===== src/rtl/core/wicg_pkg.sv =====
// Shared types, codes and register indexes for the wake input debounce cooldown gate.
package wicg_pkg;

    localparam int unsigned TimeW   = 32;
    localparam int unsigned CfgW    = 16;
    localparam int unsigned CfgAddrW = 2;
    localparam int unsigned InDataW  = 8;
    localparam int unsigned OutDataW = 120;

    localparam logic [CfgAddrW-1:0] REG_DEBOUNCE = 2'd0;
    localparam logic [CfgAddrW-1:0] REG_COOLDOWN = 2'd1;
    localparam logic [CfgAddrW-1:0] REG_WINDOW   = 2'd2;

    localparam logic [CfgW-1:0] DEBOUNCE_RST = 16'd50;
    localparam logic [CfgW-1:0] COOLDOWN_RST = 16'd3000;
    localparam logic [CfgW-1:0] WINDOW_RST   = 16'd10000;

    typedef enum logic [2:0] {
        CODE_NONE     = 3'd0,
        CODE_DEBOUNCE = 3'd1,
        CODE_COOLDOWN = 3'd2,
        CODE_FACE     = 3'd3,
        CODE_RECENT   = 3'd4,
        CODE_DOOR     = 3'd5,
        CODE_ACCEPT   = 3'd6
    } result_code_t;

    typedef struct packed {
        logic door_closed;
        logic garage_recent;
        logic face_window_on;
        logic pin_low;
        logic edge_seen;
    } tick_item_t;

    typedef struct packed {
        logic [CfgW-1:0] debounce_ms;
        logic [CfgW-1:0] cooldown_ms;
        logic [CfgW-1:0] wake_window_ms;
    } cfg_t;

    typedef struct packed {
        logic [TimeW-1:0] tick_clock;
        logic [TimeW-1:0] edge_time;
        logic [TimeW-1:0] wake_time;
        logic [TimeW-1:0] event_stamp;
        logic             debounce_armed;
        logic [TimeW-1:0] request_counter;
        logic [TimeW-1:0] accept_counter;
        result_code_t     last_code;
    } gate_state_t;

    typedef struct packed {
        logic [TimeW-1:0] event_time;
        logic [TimeW-1:0] accepted_total;
        logic [TimeW-1:0] requests_total;
        result_code_t     result_code;
        logic [CfgW-1:0]  window_length;
        logic             wake_request;
        logic             decided;
    } result_item_t;

endpackage


===== src/rtl/core/wicg_decide.sv =====
// Per-tick debounce and gating decision: next state and result from current state and item.
module wicg_decide (
    input  wicg_pkg::tick_item_t   item,
    input  wicg_pkg::gate_state_t  state,
    input  wicg_pkg::cfg_t         cfg,
    output wicg_pkg::gate_state_t  state_next,
    output wicg_pkg::result_item_t result
);
    import wicg_pkg::*;

    logic [TimeW-1:0] now;
    logic [TimeW-1:0] edge_t;
    logic [TimeW-1:0] since_edge;
    logic [TimeW-1:0] since_wake;
    logic             armed;
    logic             fire;
    logic             in_cooldown;
    logic             wake;

    always_comb begin
        now         = state.tick_clock;
        edge_t      = item.edge_seen ? now : state.edge_time;
        armed       = item.edge_seen | state.debounce_armed;
        since_edge  = now - edge_t;
        since_wake  = now - state.wake_time;
        fire        = armed && (since_edge >= {{(TimeW-CfgW){1'b0}}, cfg.debounce_ms});
        // A stored wake time of zero means no wake yet, so no lockout applies.
        in_cooldown = (state.wake_time != '0) &&
                      (since_wake < {{(TimeW-CfgW){1'b0}}, cfg.cooldown_ms});
        wake        = 1'b0;

        state_next                 = state;
        state_next.tick_clock      = now + 32'd1;
        state_next.edge_time       = edge_t;
        state_next.debounce_armed  = armed & ~fire;
        if (item.edge_seen) begin
            state_next.request_counter = state.request_counter + 32'd1;
        end

        if (fire) begin
            state_next.event_stamp = now;
            if (!item.pin_low) begin
                state_next.last_code = CODE_DEBOUNCE;
            end else if (in_cooldown) begin
                state_next.last_code = CODE_COOLDOWN;
            end else if (item.face_window_on) begin
                state_next.last_code = CODE_FACE;
            end else if (item.garage_recent) begin
                state_next.last_code = CODE_RECENT;
            end else if (!item.door_closed) begin
                state_next.last_code = CODE_DOOR;
            end else begin
                wake                      = 1'b1;
                state_next.last_code      = CODE_ACCEPT;
                state_next.wake_time      = now;
                state_next.accept_counter = state.accept_counter + 32'd1;
            end
        end

        result.decided        = fire;
        result.wake_request   = wake;
        result.window_length  = wake ? cfg.wake_window_ms : '0;
        result.result_code    = state_next.last_code;
        result.requests_total = state_next.request_counter;
        result.accepted_total = state_next.accept_counter;
        result.event_time     = state_next.event_stamp;
    end

endmodule


===== src/rtl/core/wake_input_debounce_cooldown_gate.sv =====
// Top level of the wake input debounce gate with cooldown lockout.
//
//  Channel   Direction  Payload (lowest bit first)                           Handshake
//  s_        in         edge_seen, pin_low, face_window_on, garage_recent,   tvalid/tready
//                       door_closed, 3 zero bits
//  m_        out        decided, wake_request, window_length[16],            tvalid/tready
//                       result_code[3], requests_total[32],
//                       accepted_total[32], event_time[32], 3 zero bits
//  cfg_      in         cfg_addr selects debounce, cooldown, window          cfg_we
//
// Every item is one tick and yields exactly one result item, in the cycle after
// it is accepted. The whole decision is one pass of compare and increment
// logic between the gate state registers and the result register, so one item
// is taken every cycle unless the output stalls. The input is ready whenever the
// result register is empty or being drained in the same cycle, so a stall on the
// result side holds back at most one item. Reset is synchronous and active low;
// it clears the tick clock, counters and gate state and loads the register defaults.
module wake_input_debounce_cooldown_gate (
    input  logic                                aclk,
    input  logic                                aresetn,
    // edge_seen, pin_low, face_window_on, garage_recent, door_closed, pad
    input  logic [wicg_pkg::InDataW-1:0]        s_tdata,
    input  logic                                s_tvalid,
    output logic                                s_tready,
    // decided, wake_request, window_length, result_code, requests_total,
    // accepted_total, event_time, pad
    output logic [wicg_pkg::OutDataW-1:0]       m_tdata,
    output logic                                m_tvalid,
    input  logic                                m_tready,
    input  logic                                cfg_we,
    input  logic [wicg_pkg::CfgAddrW-1:0]       cfg_addr,
    input  logic [wicg_pkg::CfgW-1:0]           cfg_wdata
);
    import wicg_pkg::*;

    localparam int unsigned ResW = $bits(result_item_t);

    cfg_t         cfg_reg;
    gate_state_t  state_reg;
    gate_state_t  state_next;
    result_item_t result_next;
    result_item_t result_reg;
    logic         m_valid_reg;
    tick_item_t   item;
    logic         in_fire;

    assign item     = tick_item_t'(s_tdata[$bits(tick_item_t)-1:0]);
    assign s_tready = ~m_valid_reg | m_tready;
    assign in_fire  = s_tvalid & s_tready;
    assign m_tvalid = m_valid_reg;
    assign m_tdata  = {{(OutDataW-ResW){1'b0}}, result_reg};

    wicg_decide u_decide (
        .item       (item),
        .state      (state_reg),
        .cfg        (cfg_reg),
        .state_next (state_next),
        .result     (result_next)
    );

    // Configuration registers; an index beyond the list is ignored.
    always_ff @(posedge aclk) begin
        if (!aresetn) begin
            cfg_reg.debounce_ms    <= DEBOUNCE_RST;
            cfg_reg.cooldown_ms    <= COOLDOWN_RST;
            cfg_reg.wake_window_ms <= WINDOW_RST;
        end else if (cfg_we) begin
            case (cfg_addr)
                REG_DEBOUNCE: cfg_reg.debounce_ms    <= cfg_wdata;
                REG_COOLDOWN: cfg_reg.cooldown_ms    <= cfg_wdata;
                REG_WINDOW:   cfg_reg.wake_window_ms <= cfg_wdata;
                default:      ;
            endcase
        end
    end

    // Gate state advances once per accepted tick.
    always_ff @(posedge aclk) begin
        if (!aresetn) begin
            state_reg <= '0;
        end else if (in_fire) begin
            state_reg <= state_next;
        end
    end

    always_ff @(posedge aclk) begin
        if (!aresetn) begin
            m_valid_reg <= 1'b0;
        end else if (s_tready) begin
            m_valid_reg <= s_tvalid;
        end
    end

    // The result payload needs no reset; it is only read with m_tvalid high.
    always_ff @(posedge aclk) begin
        if (in_fire) begin
            result_reg <= result_next;
        end
    end

    // A wake is only ever granted on a tick that made a decision.
    a_wake_needs_decision: assert property (@(posedge aclk) disable iff (!aresetn)
        m_valid_reg |-> (!result_reg.wake_request || result_reg.decided))
        else $error("wake granted without a debounced decision");

    // Each accepted tick yields a result in the next cycle.
    a_result_follows: assert property (@(posedge aclk) disable iff (!aresetn)
        in_fire |=> m_valid_reg)
        else $error("accepted item produced no result");

    // The tick clock moves by exactly one per accepted item.
    a_tick_advance: assert property (@(posedge aclk) disable iff (!aresetn)
        in_fire |=> (state_reg.tick_clock == $past(state_reg.tick_clock) + 32'd1))
        else $error("tick clock did not advance by one");

    // The accept counter moves only together with a granted wake.
    a_accept_count: assert property (@(posedge aclk) disable iff (!aresetn)
        in_fire |=> (state_reg.accept_counter ==
                     $past(state_reg.accept_counter) + {31'd0, result_reg.wake_request}))
        else $error("accept counter out of step with wake grants");

    // A granted wake always reports the accepted code.
    a_wake_code: assert property (@(posedge aclk) disable iff (!aresetn)
        (m_valid_reg && result_reg.wake_request) |-> (result_reg.result_code == CODE_ACCEPT))
        else $error("wake granted with wrong result code");

endmodule


===== config.mk =====
export PLATFORM = sky130hd
export DESIGN_NAME = wake_input_debounce_cooldown_gate
export DESIGN_NICKNAME = d
export VERILOG_FILES = /design/src/rtl/core/wicg_pkg.sv /design/src/rtl/core/wicg_decide.sv /design/src/rtl/core/wake_input_debounce_cooldown_gate.sv
export SDC_FILE = /design/constraint.sdc
export NUM_CORES = 1
export LEC_CHECK = 0
export BUFFER_PORTS_ARGS = -buffer_cell sky130_fd_sc_hd__buf_2
export CORE_UTILIZATION = 60
export CTS_CLUSTER_DIAMETER = 120
export DETAILED_ROUTE_END_ITERATION = 8
export PLACE_DENSITY = 0.83
export SLEW_MARGIN = 0
export SYNTH_ARGS = -nofsm -noshare
export SYNTH_HDL_FRONTEND = slang
export SYNTH_SLANG_ARGS = --single-unit

===== constraint.sdc =====
create_clock -name aclk -period 13 [get_ports aclk]
set_input_delay 0 -clock aclk [delete_from_list [all_inputs] [get_ports aclk]]
set_output_delay 0 -clock aclk [all_outputs]
set_load 0.02 [all_outputs]

==> impl_metrics.env, run 1 <==
export IMPL_status="finished, final reports clean"
export IMPL_min_path_type="input port to register"
export IMPL_hold_end="state_reg[1]$_SDFFE_PN0P_"
export IMPL_root_buffer="clkbuf_16"
export IMPL_place_gp_congestion=0.9218
export IMPL_p_comb_frac=0.115
export IMPL_critPathArrivalTime_ns=7.75
export IMPL_netlist_top_cell_by_area="dfxtp_1"
export IMPL_avgSynthCellArea_um2=8.872
export IMPL_yosysWarnings=0
export IMPL_initial_core_util=0.6085
export IMPL_path_clk_slew_ns=0.06
export IMPL_clock_sinks=362
export IMPL_dieWidth_um=186.2
export IMPL_power_total_mw=2.607
export IMPL_post_route_period_util=0.5756
export IMPL_critPathBufInv=1
export IMPL_switchingPower_mw=0.6512
export IMPL_synthFlopType="dfxtp_1"
export IMPL_p_seq_frac=0.466
export IMPL_slew_headroom=0.1938
export IMPL_synth_edff_count=117
export IMPL_synth_async_reset_ratio=0
export IMPL_max_slew_worst_pin_slew_ns=1.209
export IMPL_path_max_fanout=87
export IMPL_cts_tree="yes"
export IMPL_power_density_nw_per_um2=115.2
export IMPL_grt_pass1_wl_um=82030
export IMPL_synth_distinct_cells=90
export IMPL_cp_slowest_stage_delay_ns=0.82
export IMPL_largest_reg_flops=196
export IMPL_grt_pass1_vias=16280
export IMPL_vias_per_cell=6.097
export IMPL_drc_errors=0
export IMPL_finalSetupViolCount=0
export IMPL_area_growth_pct=11.18
export IMPL_swShare=0.2498
export IMPL_wl_um=50840
export IMPL_drt_iter0_markers=1392
export IMPL_final_common_cell="nand2_1"
export IMPL_hpwl_um=34610
export IMPL_ir_drop_v=0.00006878
export IMPL_clk_latency_ns=0.52
export IMPL_path_depth=23
export IMPL_p_leak_nw=9.096
export IMPL_crit_path_end_kind="register"
export IMPL_post_dp_cell_area_um2=21150
export IMPL_startpoint="state_reg[170]$_SDFFE_PN0P_"
export IMPL_avgRoutedWirePerCell_um=17.81
export IMPL_multiInputGateArea_um2=11000
export IMPL_final_hold_violation_count=0
export IMPL_vias=17410
export IMPL_critPathLaunchType="register"
export IMPL_grt_max_degree=95
export IMPL_postSynthCellCount=2294
export IMPL_grt_use_total=0.2933
export IMPL_hold_depth=4
export IMPL_nNetsFinal=2511
export IMPL_post_cts_buffers=0
export IMPL_fmax_mhz=133.6
export IMPL_hold_buffers=24
export IMPL_reg2reg_slack_ns=5.52
export IMPL_fin_area_um2=22630
export IMPL_pwr_share_clk=0.419
export IMPL_path_cells="mux2i_1, ha_1, a21oi_1, nand2_1, o21ai_1, nand2_1, and2_1, o21ai_0, nand2b_1, a21o_1, a21oi_1, xnor2_1, ha_1, a21o_1, a21o_1, a22oi_1, nand4_1, nor4_2, nand4b_2, nor4_4, buf_4, nor2_4, mux2_1"
export IMPL_cp_common_cell="a21o_1"
export IMPL_seq_area_um2=8418
export IMPL_p_int_mw=1.955
export IMPL_slowest_stage="buf_4"
export IMPL_ant_nets=0
export IMPL_synthesis_area_um2=20350
export IMPL_reg2reg_to="m_tdata[96]$_DFFE_PP_"
export IMPL_reg2reg_depth=23
export IMPL_first_pass_iters=5
export IMPL_ys_seq_area_frac=0.4136
export IMPL_fin_tns_setup_ns=0
export IMPL_htree_num_levels=2
export IMPL_drive_above_1_share=0.1080
export IMPL_fin_crit_ns=7.483
export IMPL_clockBufferDepth=3
export IMPL_num_rows=67
export IMPL_die_area_um2=34660
export IMPL_ioPinCount=153
export IMPL_nFillCells=2623
export IMPL_ys_ff_latch=362
export IMPL_cts_resized=0
export IMPL_worstReg2RegStart="state_reg[170]$_SDFFE_PN0P_"
export IMPL_n_antenna_cell=0
export IMPL_cp_required_ns=13.26
export IMPL_cts_buffers=37
export IMPL_io_buffers=146
export IMPL_die_height_um=186.2
export IMPL_drv_slew=0
export IMPL_netlist_top_cells_area="dfxtp_1 (24%), edfxtp_1 (17%), ha_1 (6.0%)"
export IMPL_antenna_found_initial=0
export IMPL_critical_path_class="register to register"
export IMPL_min_from="s_tdata[3]"
export IMPL_final_cell_mix="nand2_1 (325), dfxtp_1 (245), a21oi_1 (184)"
export IMPL_gr_total_overflow=0
export IMPL_yosysTopAreaCellShare=0.2410
export IMPL_rsz0062_at_grt="false"
export IMPL_max_cap_viol_count=0
export IMPL_core_um2=33450
export IMPL_path_delay_family="simple AND/OR/NAND/NOR gates"
export IMPL_fin_worst_skew_ns=0.01386
[how the worst max path moves through the flow]
stage                             endpoint
floorplan           m_tdata[103]$_DFFE_PP_
global placement    m_tdata[105]$_DFFE_PP_
detailed placement  m_tdata[107]$_DFFE_PP_
CTS                  m_tdata[96]$_DFFE_PP_
global route         m_tdata[96]$_DFFE_PP_
finish               m_tdata[96]$_DFFE_PP_
[synth_stat cells (all sizes together), types with 5 or more instances]
cell type and number:
or3 27, nor2b 9, nand2b 29, o21ai 108, a21boi 5, o21a 9
ha 98, a21oi 188, buf 45, nand2 325, nor2 162, or2 5
a211oi 51, o21bai 5, mux2i 84, o41ai 14, edfxtp 117, and3 46
nand3 81, nor3 28, o22ai 5, a31oi 11, o211ai 19, and4 6
nor4 44, dfxtp 245, clkbuf 93, xnor2 52, and2 14, xor2 95
or4 9, mux2 37, a21o 19, nand4b 11, o31ai 17, inv 88
nand4 36
[routing by layer]
| layer | track usage | up-vias | share of wire |
|---|---|---|---|
| met5 | 0 | - | 0 |
| li1 | - | 8394 | - |
| met4 | 0.09705 | 0 | 0.025 |
| met3 | 0.03310 | 102 | 0.061 |
| met1 | 0.3821 | 8266 | 0.42 |
| met2 | 0.5063 | 646 | 0.49 |
[worst register-to-register path, stage by stage (launching register included)]
cell	delay, ns
dfxtp_1	0.60
mux2i_1	0.24
ha_1	0.40
a21oi_1	0.33
nand2_1	0.09
o21ai_1	0.31
nand2_1	0.14
and2_1	0.19
o21ai_0	0.15
nand2b_1	0.11
a21o_1	0.18
a21oi_1	0.17
xnor2_1	0.17
ha_1	0.29
a21o_1	0.19
a21o_1	0.17
a22oi_1	0.32
nand4_1	0.17
nor4_2	0.32
nand4b_2	0.22
nor4_4	0.77
buf_4	0.83
nor2_4	0.41
mux2_1	0.47
[logic make-up (layout without fill, tap and decap cells)]
logic type / Yosys count / count (layout) / share of synthesized area
mux: 121 / 121 / 0.06178
fa+ha+maj: 100 / 100 / 0.06221
xor+xnor: 147 / 147 / 0.06326
compound gates: 493 / 493 / 0.1517
other cells: 1 / 3 / 0.0001842
buf+inv: 226 / 337 / 0.04807
flops: 362 / 362 / 0.4136
simple gates: 844 / 844 / 0.1992
[per-stage QoR]
stage                 util  hold WS (ns)  std cells  worst slack (ns)
finish              0.6765       0.04174       2855             5.517
global route        0.6765       0.05855       2855             4.973
CTS                 0.6765       0.02727       2855             5.617
detailed placement  0.6323        0.2691       2765             5.452
global placement    0.6323        0.2652       2765             5.659
floorplan                -        0.1242       2296             7.308
[layout make-up]
class,instances,share of cell area
inverters,88,0.01493
well taps,448,0.02477
repair buffers,183,0.04733
clock buffers,46,0.04285
flip-flops and latches,362,0.3720
clock inverters,20,0.01194
multi-input cells,1708,0.4862
[power groups by stage]
stage	combinational, mW	sequential (mW)	clock [mW]
after floorplan	0.186	1.26	0
after global placement	0.281	1.24	0
after detailed placement	0.286	1.24	0
after CTS	0.296	1.21	1.10
after global routing	0.328	1.22	1.15
final	0.299	1.21	1.09
No activity file was read; power rests on OpenSTA's default activity.
==> inputs of run 2 (changes only) <==
--- a/config.mk
+++ b/config.mk
@@ -6,10 +6,10 @@
 export NUM_CORES = 1
 export LEC_CHECK = 0
 export BUFFER_PORTS_ARGS = -buffer_cell sky130_fd_sc_hd__buf_2
-export CORE_UTILIZATION = 60
+export CORE_UTILIZATION = 55
 export CTS_CLUSTER_DIAMETER = 120
 export DETAILED_ROUTE_END_ITERATION = 8
-export PLACE_DENSITY = 0.83
+export PLACE_DENSITY = 0.8
 export SLEW_MARGIN = 0
 export SYNTH_ARGS = -nofsm -noshare
 export SYNTH_HDL_FRONTEND = slang
==> constraint.sdc (replaced) <==
create_clock -name aclk -period 6.1 [get_ports aclk]
set_input_delay 0 -clock aclk [delete_from_list [all_inputs] [get_ports aclk]]
set_output_delay 0 -clock aclk [all_outputs]
set_load 0.02 [all_outputs]
==> run 2 against run 1 <==
  * The flow now finishes with violations (DRC)
  * Core utilization decreased by 5.3 points
  * Setup slack lost 5.3 ns
  * Wire length rose by 3.4%
  * Register-to-register slack worse by 5.3 ns
  * Clock skew barely moved
  * First-iteration DRC count is 3.0% lower
  * Die area grew 9.0%
  * Critical path type unchanged
  * Critical endpoint is now m_tdata[12]$_SDFFCE_PN0P_
  * Largest cell class unchanged
  * Largest power group unchanged
  * Highest routed layer unchanged
==> impl_metrics.env, run 2 (synthesis gave the netlist of run 1 again) <==
export IMPL_gr_total_overflow=0
export IMPL_critPathLaunchType="register"
export IMPL_num_rows=70
export IMPL_highest_layer="met4"
export IMPL_fin_worst_skew_ns=0.01375
export IMPL_cts_tree="yes"
export IMPL_final_cell_mix="nand2_1 (325), dfxtp_1 (245), a21oi_1 (184)"
export IMPL_clockBufferDepth=3
export IMPL_violations="DRC"
export IMPL_wl_met2_um=25580
export IMPL_grt_use_total=0.2730
export IMPL_root_buffer="clkbuf_16"
export IMPL_fmax_mhz=171.3
export IMPL_core_um2=36520
export IMPL_drc_errors=1
export IMPL_path_cells="inv_1, ha_1, inv_1, fa_1, a21o_1, a221o_1, and2_1, a21oi_1, xnor2_1, ha_1, a21oi_1, nand2_1, a211o_1, o21ai_0, nand4_1, a211oi_1, nand4b_1, buf_4, or3_1, buf_4, and3_1"
export IMPL_path_clk_slew_ns=0.06
export IMPL_max_slew_worst_pin_slew_ns=1.143
export IMPL_cts_buffers=37
export IMPL_path_max_fanout=16
export IMPL_first_pass_iters=7
export IMPL_status="finished, violations left"
export IMPL_post_dp_cell_area_um2=21340
export IMPL_die_height_um=194.4
export IMPL_largest_reg_flops=196
export IMPL_critPathArrivalTime_ns=6.13
export IMPL_ioPinCount=153
export IMPL_io_buffers=146
export IMPL_fin_crit_ns=5.836
export IMPL_nNetsFinal=2530
export IMPL_fin_tns_setup_ns=0
export IMPL_post_cts_buffers=0
export IMPL_crit_path_end_kind="register"
export IMPL_antenna_found_initial=0
export IMPL_clk_latency_ns=0.54
export IMPL_n_antenna_cell=0
export IMPL_fin_util=0.6239
export IMPL_grt_pass1_vias=16790
export IMPL_path_delay_family="compound AO/OA/AOI/OAI gates"
export IMPL_final_hold_violation_count=0
export IMPL_wl_um=52580
export IMPL_hpwl_um=36740
export IMPL_p_leak_nw=9.190
export IMPL_rsz0062_at_grt="false"
export IMPL_drt_iter0_markers=1350
export IMPL_avgRoutedWirePerCell_um=18.16
export IMPL_slew_headroom=0.2363
export IMPL_ir_drop_v=0.0001469
export IMPL_startpoint="state_reg[164]$_SDFFE_PN0P_"
export IMPL_die_area_um2=37780
export IMPL_drv_slew=0
export IMPL_clock_sinks=362
export IMPL_min_from="s_tdata[2]"
export IMPL_worstReg2RegStart="state_reg[164]$_SDFFE_PN0P_"
export IMPL_ant_nets=0
export IMPL_initial_core_util=0.5573
export IMPL_max_cap_viol_count=0
export IMPL_area_growth_pct=11.96
export IMPL_htree_num_levels=2
export IMPL_slowest_stage="or3_1"
export IMPL_cp_required_ns=6.39
export IMPL_post_route_period_util=0.9567
export IMPL_grt_pass1_wl_um=84600
export IMPL_wl_met3_um=3044
export IMPL_final_common_cell="nand2_1"
export IMPL_min_path_type="input port to register"
export IMPL_finalSetupViolCount=0
export IMPL_power_density_nw_per_um2=239.2
export IMPL_fin_area_um2=22790
export IMPL_met1_length_um=22470
export IMPL_place_gp_congestion=0.9603
export IMPL_critical_path_class="register to register"
export IMPL_dieWidth_um=194.4
export IMPL_cp_slowest_stage_delay_ns=0.59
export IMPL_power_total_mw=5.450
export IMPL_vias_per_cell=6.027
export IMPL_vias=17460
export IMPL_grt_max_degree=98
export IMPL_critPathBufInv=4
export IMPL_drive_above_1_share=0.1149
[run 2: layer usage]
metal / vias up / track usage
li1: 8439 / -
met1: 8332 / 0.3522
met2: 591 / 0.4682
met3: 93 / 0.03384
met4: 0 / 0.1020
met5: - / 0
[run 2: stage by stage]
step / instances / setup slack, ns / hold WS (ns)
global placement: 2803 / 0.5112 / 0.2732
global route: 2896 / 0.08195 / 0.02409
finish: 2896 / 0.2638 / 0.02433
detailed placement: 2803 / 0.3784 / 0.2742
floorplan: 2296 / 0.4079 / 0.1242
CTS: 2896 / 0.3949 / 0.001204
[run 2: path summary, 6_finish.rpt]
check                         endpoint  slack [ns]  cells past startpoint
max          m_tdata[12]$_SDFFCE_PN0P_        0.26                     21
min               m_tdata[1]$_DFFE_PP_        0.02                      4
max reg2reg  m_tdata[12]$_SDFFCE_PN0P_        0.26                     21
min reg2reg    cfg_reg[5]$_SDFFE_PN0P_        0.45                      2
[run 2: timing repair]
action / in CTS / in global routing
gates resized for setup: 0 / 2
endpoints found under the hold margin: 74 / 0
hold buffers: 25 / 0
endpoints found under the setup margin: 0 / 99
[run 2: area by class of cell]
class	instances	area, µm²
Clock buffer	49	1011
Inverter	88	337.8
Timing Repair Buffer	202	1245
Tap cell	468	585.6
Sequential cell	362	8418
Multi-Input combinational cell	1708	11010
Fill cell	3003	13730
Clock inverter	19	180.2
[run 2: where the power goes]
group / switching, mW / internal (mW) / total (mW)
registers: 0.0284 / 2.56 / 2.58
clock network: 0.955 / 1.27 / 2.22
logic: 0.422 / 0.224 / 0.646
[run 2: tightest hold or removal path, delay by kind of cell]
kind            cells  cell delay (ns)
buf+inv             2             0.18
simple gates        1             0.08
compound gates      1             0.13
